--- src/hw/rtl/sem_pkg.sv ---
package sem_pkg;

  localparam int MaxWidth = 1024;
  localparam int ColW = $clog2(MaxWidth);
  localparam int CfgW = 11;
  localparam int PixW = 24;
  localparam int QDepth = 4;
  localparam int QPtrW = $clog2(QDepth);

  localparam logic [1:0] AddrImageWidth = 2'd0;

  localparam logic [1:0] PhaseFirst  = 2'd0;
  localparam logic [1:0] PhaseSecond = 2'd1;
  localparam logic [1:0] PhaseLater  = 2'd2;

  // One classified job handed from the front part to the back part.
  typedef struct packed {
    logic [ColW-1:0] col;
    logic            col_zero;
    logic            last;
    logic            flush;
    logic            emitting;
    logic            top_zero;
    logic [PixW-1:0] pix;
  } job_t;

  // Signed gradient of one channel: range -1020..1020.
  typedef logic signed [11:0] grad_t;

endpackage

--- src/hw/rtl/sem_front.sv ---
module sem_front (
  input  logic                     clk,
  input  logic                     rst,
  input  logic [sem_pkg::CfgW-1:0] width_reg,
  input  logic                     in_valid,
  output logic                     in_ready,
  input  logic                     req_type,
  input  logic [7:0]               pixel_red,
  input  logic [7:0]               pixel_green,
  input  logic [7:0]               pixel_blue,
  output logic                     job_valid,
  input  logic                     job_ready,
  output sem_pkg::job_t            job
);

  sem_pkg::job_t              q_mem [sem_pkg::QDepth];
  logic [sem_pkg::QPtrW-1:0]  wptr;
  logic [sem_pkg::QPtrW-1:0]  rptr;
  logic [sem_pkg::QPtrW:0]    count;
  logic [sem_pkg::ColW-1:0]   column_count;
  logic [1:0]                 row_phase;
  logic [sem_pkg::ColW:0]     wact;
  sem_pkg::job_t              new_job;
  logic                       push;
  logic                       pop;

  always_comb begin
    if (width_reg == '0) begin
      wact = (sem_pkg::ColW+1)'(1);
    end else if (width_reg > sem_pkg::CfgW'(sem_pkg::MaxWidth)) begin
      wact = (sem_pkg::ColW+1)'(sem_pkg::MaxWidth);
    end else begin
      wact = width_reg[sem_pkg::ColW:0];
    end
  end

  assign in_ready = (count != (sem_pkg::QPtrW+1)'(sem_pkg::QDepth));
  assign push = in_valid && in_ready;
  assign job_valid = (count != '0);
  assign pop = job_valid && job_ready;
  assign job = q_mem[rptr];

  always_comb begin
    new_job.col      = column_count;
    new_job.col_zero = (column_count == '0);
    new_job.last     = ({1'b0, column_count} >= wact - 1'b1);
    new_job.flush    = req_type;
    new_job.emitting = (row_phase != sem_pkg::PhaseFirst);
    new_job.top_zero = (row_phase == sem_pkg::PhaseSecond);
    new_job.pix      = req_type ? '0 : {pixel_red, pixel_green, pixel_blue};
  end

  always_ff @(posedge clk) begin
    if (push) begin
      q_mem[wptr] <= new_job;
    end
    if (rst) begin
      wptr <= '0;
      rptr <= '0;
      count <= '0;
      column_count <= '0;
      row_phase <= sem_pkg::PhaseFirst;
    end else begin
      if (push) begin
        wptr <= wptr + 1'b1;
        if (new_job.last) begin
          column_count <= '0;
          if (req_type) begin
            row_phase <= sem_pkg::PhaseFirst;
          end else if (row_phase == sem_pkg::PhaseFirst) begin
            row_phase <= sem_pkg::PhaseSecond;
          end else begin
            row_phase <= sem_pkg::PhaseLater;
          end
        end else begin
          column_count <= column_count + 1'b1;
        end
      end
      if (pop) begin
        rptr <= rptr + 1'b1;
      end
      count <= count + (sem_pkg::QPtrW+1)'(push) - (sem_pkg::QPtrW+1)'(pop);
    end
  end

endmodule

--- config.mk ---
export PLATFORM = sky130hd
export DESIGN_NAME = sem_front
export DESIGN_NICKNAME = d
export VERILOG_FILES = /design/src/hw/rtl/sem_pkg.sv /design/src/hw/rtl/sem_front.sv
export SDC_FILE = /design/constraint.sdc
export NUM_CORES = 1
export LEC_CHECK = 0
export BUFFER_PORTS_ARGS = -buffer_cell sky130_fd_sc_hd__buf_2
export CORE_ASPECT_RATIO = 0.7
export CORE_MARGIN = 2
export CORE_UTILIZATION = 45
export DETAILED_ROUTE_END_ITERATION = 6
export GPL_TIMING_DRIVEN = 1
export PLACE_DENSITY = 0.64
export REMOVE_ABC_BUFFERS = 1
export SLEW_MARGIN = 20
export SYNTH_ARGS = -nofsm -noshare
export SYNTH_HDL_FRONTEND = slang
export SYNTH_SLANG_ARGS = --single-unit
--- constraint.sdc ---
create_clock -name clk -period 8.92 [get_ports clk]
set_clock_uncertainty 0.2 [all_clocks]
set_input_delay 0.446 -clock clk [delete_from_list [all_inputs] [get_ports clk]]
set_output_delay 0.446 -clock clk [all_outputs]
set_load 0.05 [all_outputs]
After elaboration in Yosys (flattened, before gate mapping)
Memories as Yosys holds them, arrays and structs flattened. A register that Yosys moved wholly into a read port is not among the register bits.
Index checks and enable logic that the tools add are counted.
W data, S select, Z words.
{ "totals": {"ram_bits": 156, "output_inout_bits": 41, "word_cells": 34, "in_bits": 40, "reg_bits": 19, "n_memories": 1} }
{ "classes": {"muxes": 10, "n_addsub": 6, "n_eq_ne": 2, "n_reduce_logical": 8, "n_lt_le_gt_ge": 2} }
{ "memory_table": {"columns": ["memory", "depth", "width", "rd", "rd_ports_with_merged_regs", "wr", "line_no", "rtl"], "rows": [
  ["q_mem", 4, 39, 1, 1, 1, "sem_front.sv:16", "sem_pkg::job_t q_mem [sem_pkg::QDepth];"]
]} }
{ "ops": {"columns": ["operator", "count"], "rows": [
  ["$mux W24", 1],
  ["$mux W11", 2],
  ["$ge A10 B11 Y1", 1],
  ["$gt A11 B11 Y1 const B", 1],
  ["$logic_not A11 Y1", 1],
  ["$sub A11 B1 Y11 const B", 1],
  ["$add A10 B1 Y10 const B", 1],
  ["$logic_not A10 Y1", 1],
  ["$mux W10", 1],
  ["$mux W2", 4],
  ["$add A2 B1 Y2 const B", 2],
  ["$add A3 B1 Y3", 1],
  ["$ne A3 B3 Y1 const B", 1],
  ["$reduce_bool A3 Y1", 1],
  ["$sub A3 B1 Y3", 1],
  ["$eq A2 B1 Y1 const B", 1],
  ["$logic_and A1 B1 Y1", 2],
  ["$logic_not A2 Y1", 1],
  ["$mux W1", 2],
  ["$reduce_and A2 Y1", 1],
  ["$reduce_bool A2 Y1", 1]
]} }

Logic depth before layout (Yosys ltp)
{ "depth": {"ltp_word": 6, "depth_mapped": 17, "ltp_nobuf": 17} }

Least setup slack after synthesis
OpenSTA, ideal clock, no wires.
{ "synth_path": {"path_type": "input to register", "from": "input width_reg[2] (netlist bit)", "to": "register row_phase[0]", "required_ns": 8.649, "setup_time_ns": 0.071, "n_path_buf": 0, "setup_slack_ns": 5.502, "cell_stages": 15, "arrival_time_ns": 3.147, "cell_sequence": "nor3_2 -> nand2_1 -> nor3_1 -> o21ai_0 -> ha_1 -> nand3b_2 -> nor3_1 -> xor2_1 -> o21ai_0 -> ha_1 -> nand3_1 -> o31ai_1 -> o21ai_2 -> or4_1 -> a21oi_1"} }
{ "synth_via": {"elab_chain_len": 6, "elab_cells_between_ends": 7, "classes_between": "add/sub: 1; order compare: 2; mux: 2; reduce/logical: 2"} }
{ "synth_lines": {"columns": ["element", "line_no", "rtl"], "rows": [
  ["from (decl)", "sem_front.sv:4", "input logic [sem_pkg::CfgW-1:0] width_reg,"],
  ["$gt A11 B11 Y1", "sem_front.sv:30", "end else if (width_reg > sem_pkg::CfgW'(sem_pkg::MaxWidth)) begin"],
  ["$mux W11", "sem_front.sv:30", null],
  ["$mux W11 (*)", "sem_front.sv:28", "if (width_reg == '0) begin"],
  ["$sub A11 B1 Y11 (*)", "sem_front.sv:46", "new_job.last = ({1'b0, column_count} >= wact - 1'b1);"],
  ["$ge A10 B11 Y1 (*)", "sem_front.sv:46", null],
  ["$reduce_and A2 Y1 (no line) (*)", null, null],
  ["to (signal assigned)", "sem_front.sv:62", "row_phase <= sem_pkg::PhaseFirst;"],
  ["to (signal assigned)", "sem_front.sv:69", "row_phase <= sem_pkg::PhaseFirst;"],
  ["to (signal assigned)", "sem_front.sv:71", "row_phase <= sem_pkg::PhaseSecond;"],
  ["to (decl)", "sem_front.sv:21", "logic [1:0] row_phase;"]
]} }
Every way passes the cells marked *; elsewhere a longest branch is shown, timed or not.
A chain may end at the register's enable or synchronous reset.

==> impl_metrics.tcl <==
set metrics [dict create \
    h-tree-depth 4 \
    area_growth_syn_to_layout_pct 18.1 \
    clk_latency_ps 420 \
    drt-pass1-iter-count 4 \
    slew_headroom_pct 28.8 \
    startpoint_type "input pin" \
    r2r_slack_ps 6080 \
    synthArstFlopShare_pct 0 \
    antenna_found_initial 0 \
    cts_sinks 177 \
    grt_pass1_wl_um 20600 \
    ctsHoldBuffers 0 \
    cts_buffers 17 \
    crit_family "compound AO/OA/AOI/OAI gates" \
    route.detailed.drc 0 \
    dieArea_mm2 0.0171 \
    yosys_warnings 0 \
    p_switching_uw 867 \
    num-fill-cells 1257 \
    wl_per_cell_um 18.7 \
    place_congestion 0.772 \
    arrival_ps 3730 \
    crit_end "column_count[4]" \
    crit_path_cell_trace "buf_2 > nor3_2 > nand2_1 > nor3_1 > o21ai_0 > ha_1 > nand3b_2 > nor3_1 > xor2_1 > o21ai_0 > ha_1 > a21o_1 > a21oi_1 > o31ai_1 > o21ai_2 > inv_4 > a21o_4 > nor2_1" \
    cts-root-buf "clkbuf_16" \
    routed_via_density 5.39 \
    ant_nets 0 \
    critPathBufInv 2 \
    fmax_ghz 0.280 \
    max_stage_delay_ps 350 \
    grt.overflow.total 0 \
    io-pin-count 81 \
    vdd_drop_max_v 0.000168 \
    synth_flop_cell "edfxtp_1" \
    final_cell_mix "edfxtp_1 (156), buf_2 (80), mux4_2 (39)" \
    seq_area_frac_synth_pct 70.8 \
    finalWirelength_um 13200 \
    grt_use_total_pct 16.6 \
    p_int_uw 1770 \
    yosys-top-cells-area "edfxtp_1 (65%), mux4_2 (12%), dfxtp_1 (5.8%)" \
    grt_start_max_net_pins 40 \
    startpoint "width_reg[2]" \
    synth_cell_types 40 \
    layout_commonest_cell "edfxtp_1" \
    critPathKind "input pin to register" \
    die_w_um 155 \
    numPortBuffers 80 \
    rr_endpoint "count[2]" \
    ctsResizeCount 0 \
    avgSynthCellArea_um2 17.9 \
    synthesis.area_mm2 0.00721 \
    cts_buffer_depth 2 \
    p_seq_share_pct 39.8 \
    die_y_um 110 \
    path_depth 18 \
    multi_input_area_mm2 0.00202 \
    rsz0062_at_grt "false" \
    synth_top_cell_by_area "edfxtp_1" \
    cellLeakagePower_uw 0.00301 \
    p_sw_share_pct 32.9 \
    post-cts-setup-buffers 0 \
    tns_ps 0 \
    endpoint_kind "register" \
    hp-class "input pin to register" \
    initial_core_util_pct 46.3 \
    tritoncts "built" \
    regArea_mm2 0.00511 \
    synth_seq_cells 177 \
    hpwlAfterDp_um 8100 \
    reg2regPathDepth 11 \
    timing.final.crit_share_pct 40.1 \
    drtIter0Drc 187 \
    drive_gt1_share_pct 33.0 \
    via_count 3803 \
    p_comb_share_pct 28.8 \
    antenna_cells 0 \
    crit_path_top_delay_cell "nor3_1" \
    nets 553 \
    yosysTopAreaCellShare_pct 64.9 \
    finalSetupViolCount 0 \
    synth_cells 402 \
    status "finished clean" \
    grt_pass1_vias 3900 \
    clkPwrFrac_pct 31.4 \
    synth-edff-count 156 \
    cp_max_fo 8 \
    worstPathRequired_ps 9070 \
    drv_cap 0 \
    tightest_slew_ps 1070 \
    path_clk_slew_ps 70 \
    power_density_mw_per_mm2 309 \
    num_rows 38 \
    timing.rr.start "count[1]" \
    timing.final.hold_violations 0 \
    core_mm2 0.0156 \
    finalMaxSlewViolations 0 \
    final_core_util_pct 54.6 \
    min_period_ps 3580 \
]
## synth_stat cells, types with 6 or more instances
master    instances
clkbuf_1          9
nand3_1           6
nand2_1          13
xor2_1           12
inv_1             8
dfxtp_1          21
ha_1             19
edfxtp_1        156
mux4_2           39
nor2b_1          27
a21oi_1          10
nor2_1           20
## logic make-up (layout without fill, tap and decap cells)
kind of cell	after synthesis	after routing	synth area share, %
flip-flops	177	177	70.8
AND/OR/NAND/NOR	97	97	7.30
multiplexers	39	39	12.2
AO/OA/AOI/OAI	30	30	2.88
buffers and inverters	22	126	1.25
adder cells (fa/ha/maj)	20	20	3.57
XOR/XNOR	17	17	2.06
## layout make-up
class,instances,share of cell area (%)
repair buffers,85,5.14
clock buffers,19,5.08
clock inverters,13,2.73
flip-flops and latches,177,59.9
inverters,9,0.426
multi-input cells,203,23.8
well taps,200,2.94
## per-layer routing
metal | GRT usage, % | vias up | share of wire [%]
met1 | 22.0 | 1946 | 46
li1 | - | 1767 | -
met4 | 5.70 | 0 | 0.74
met2 | 26.7 | 80 | 48
met3 | 4.73 | 10 | 4.9
met5 | 0 | - | 0
## power by group through the flow
stage | clock network, µW | registers, µW | logic, µW
global route | 881 | 1060 | 812
floorplan | 0 | 1080 | 566
CTS | 843 | 1050 | 771
detailed placement | 0 | 1070 | 769
finish | 828 | 1050 | 758
global placement | 0 | 1060 | 763
## through the flow
step                hold slack (ps)  area (µm²)  power (µW)  cells  worst slack [ps]
global route                    164        8520        2750    706              4960
floorplan                       260        7160        1650    389              5510
global placement                280        7860        1820    674              5070
finish                          165        8520        2630    706              5340
detailed placement              309        7860        1840    674              4920
CTS                             152        8520        2660    706              5340
## sequential cells by signal, indices dropped and copies added, names as in the netlist, named ones only
name          flops
q_mem           156
rptr              2
count             3
row_phase         2
column_count     10
wptr              2
## worst min path at each step
stage                            start      endpoint  slack (ps)  cells after the start
final                              rst      register         170                      2
after floorplan           row_phase[0]  row_phase[0]         260                      2
after detailed placement  row_phase[0]  row_phase[0]         310                      2
after CTS                          rst      register         150                      2
after global placement         wptr[1]       wptr[1]         280                      2
after global routing               rst       wptr[0]         160                      2
(Power assumes the default switching activity.)
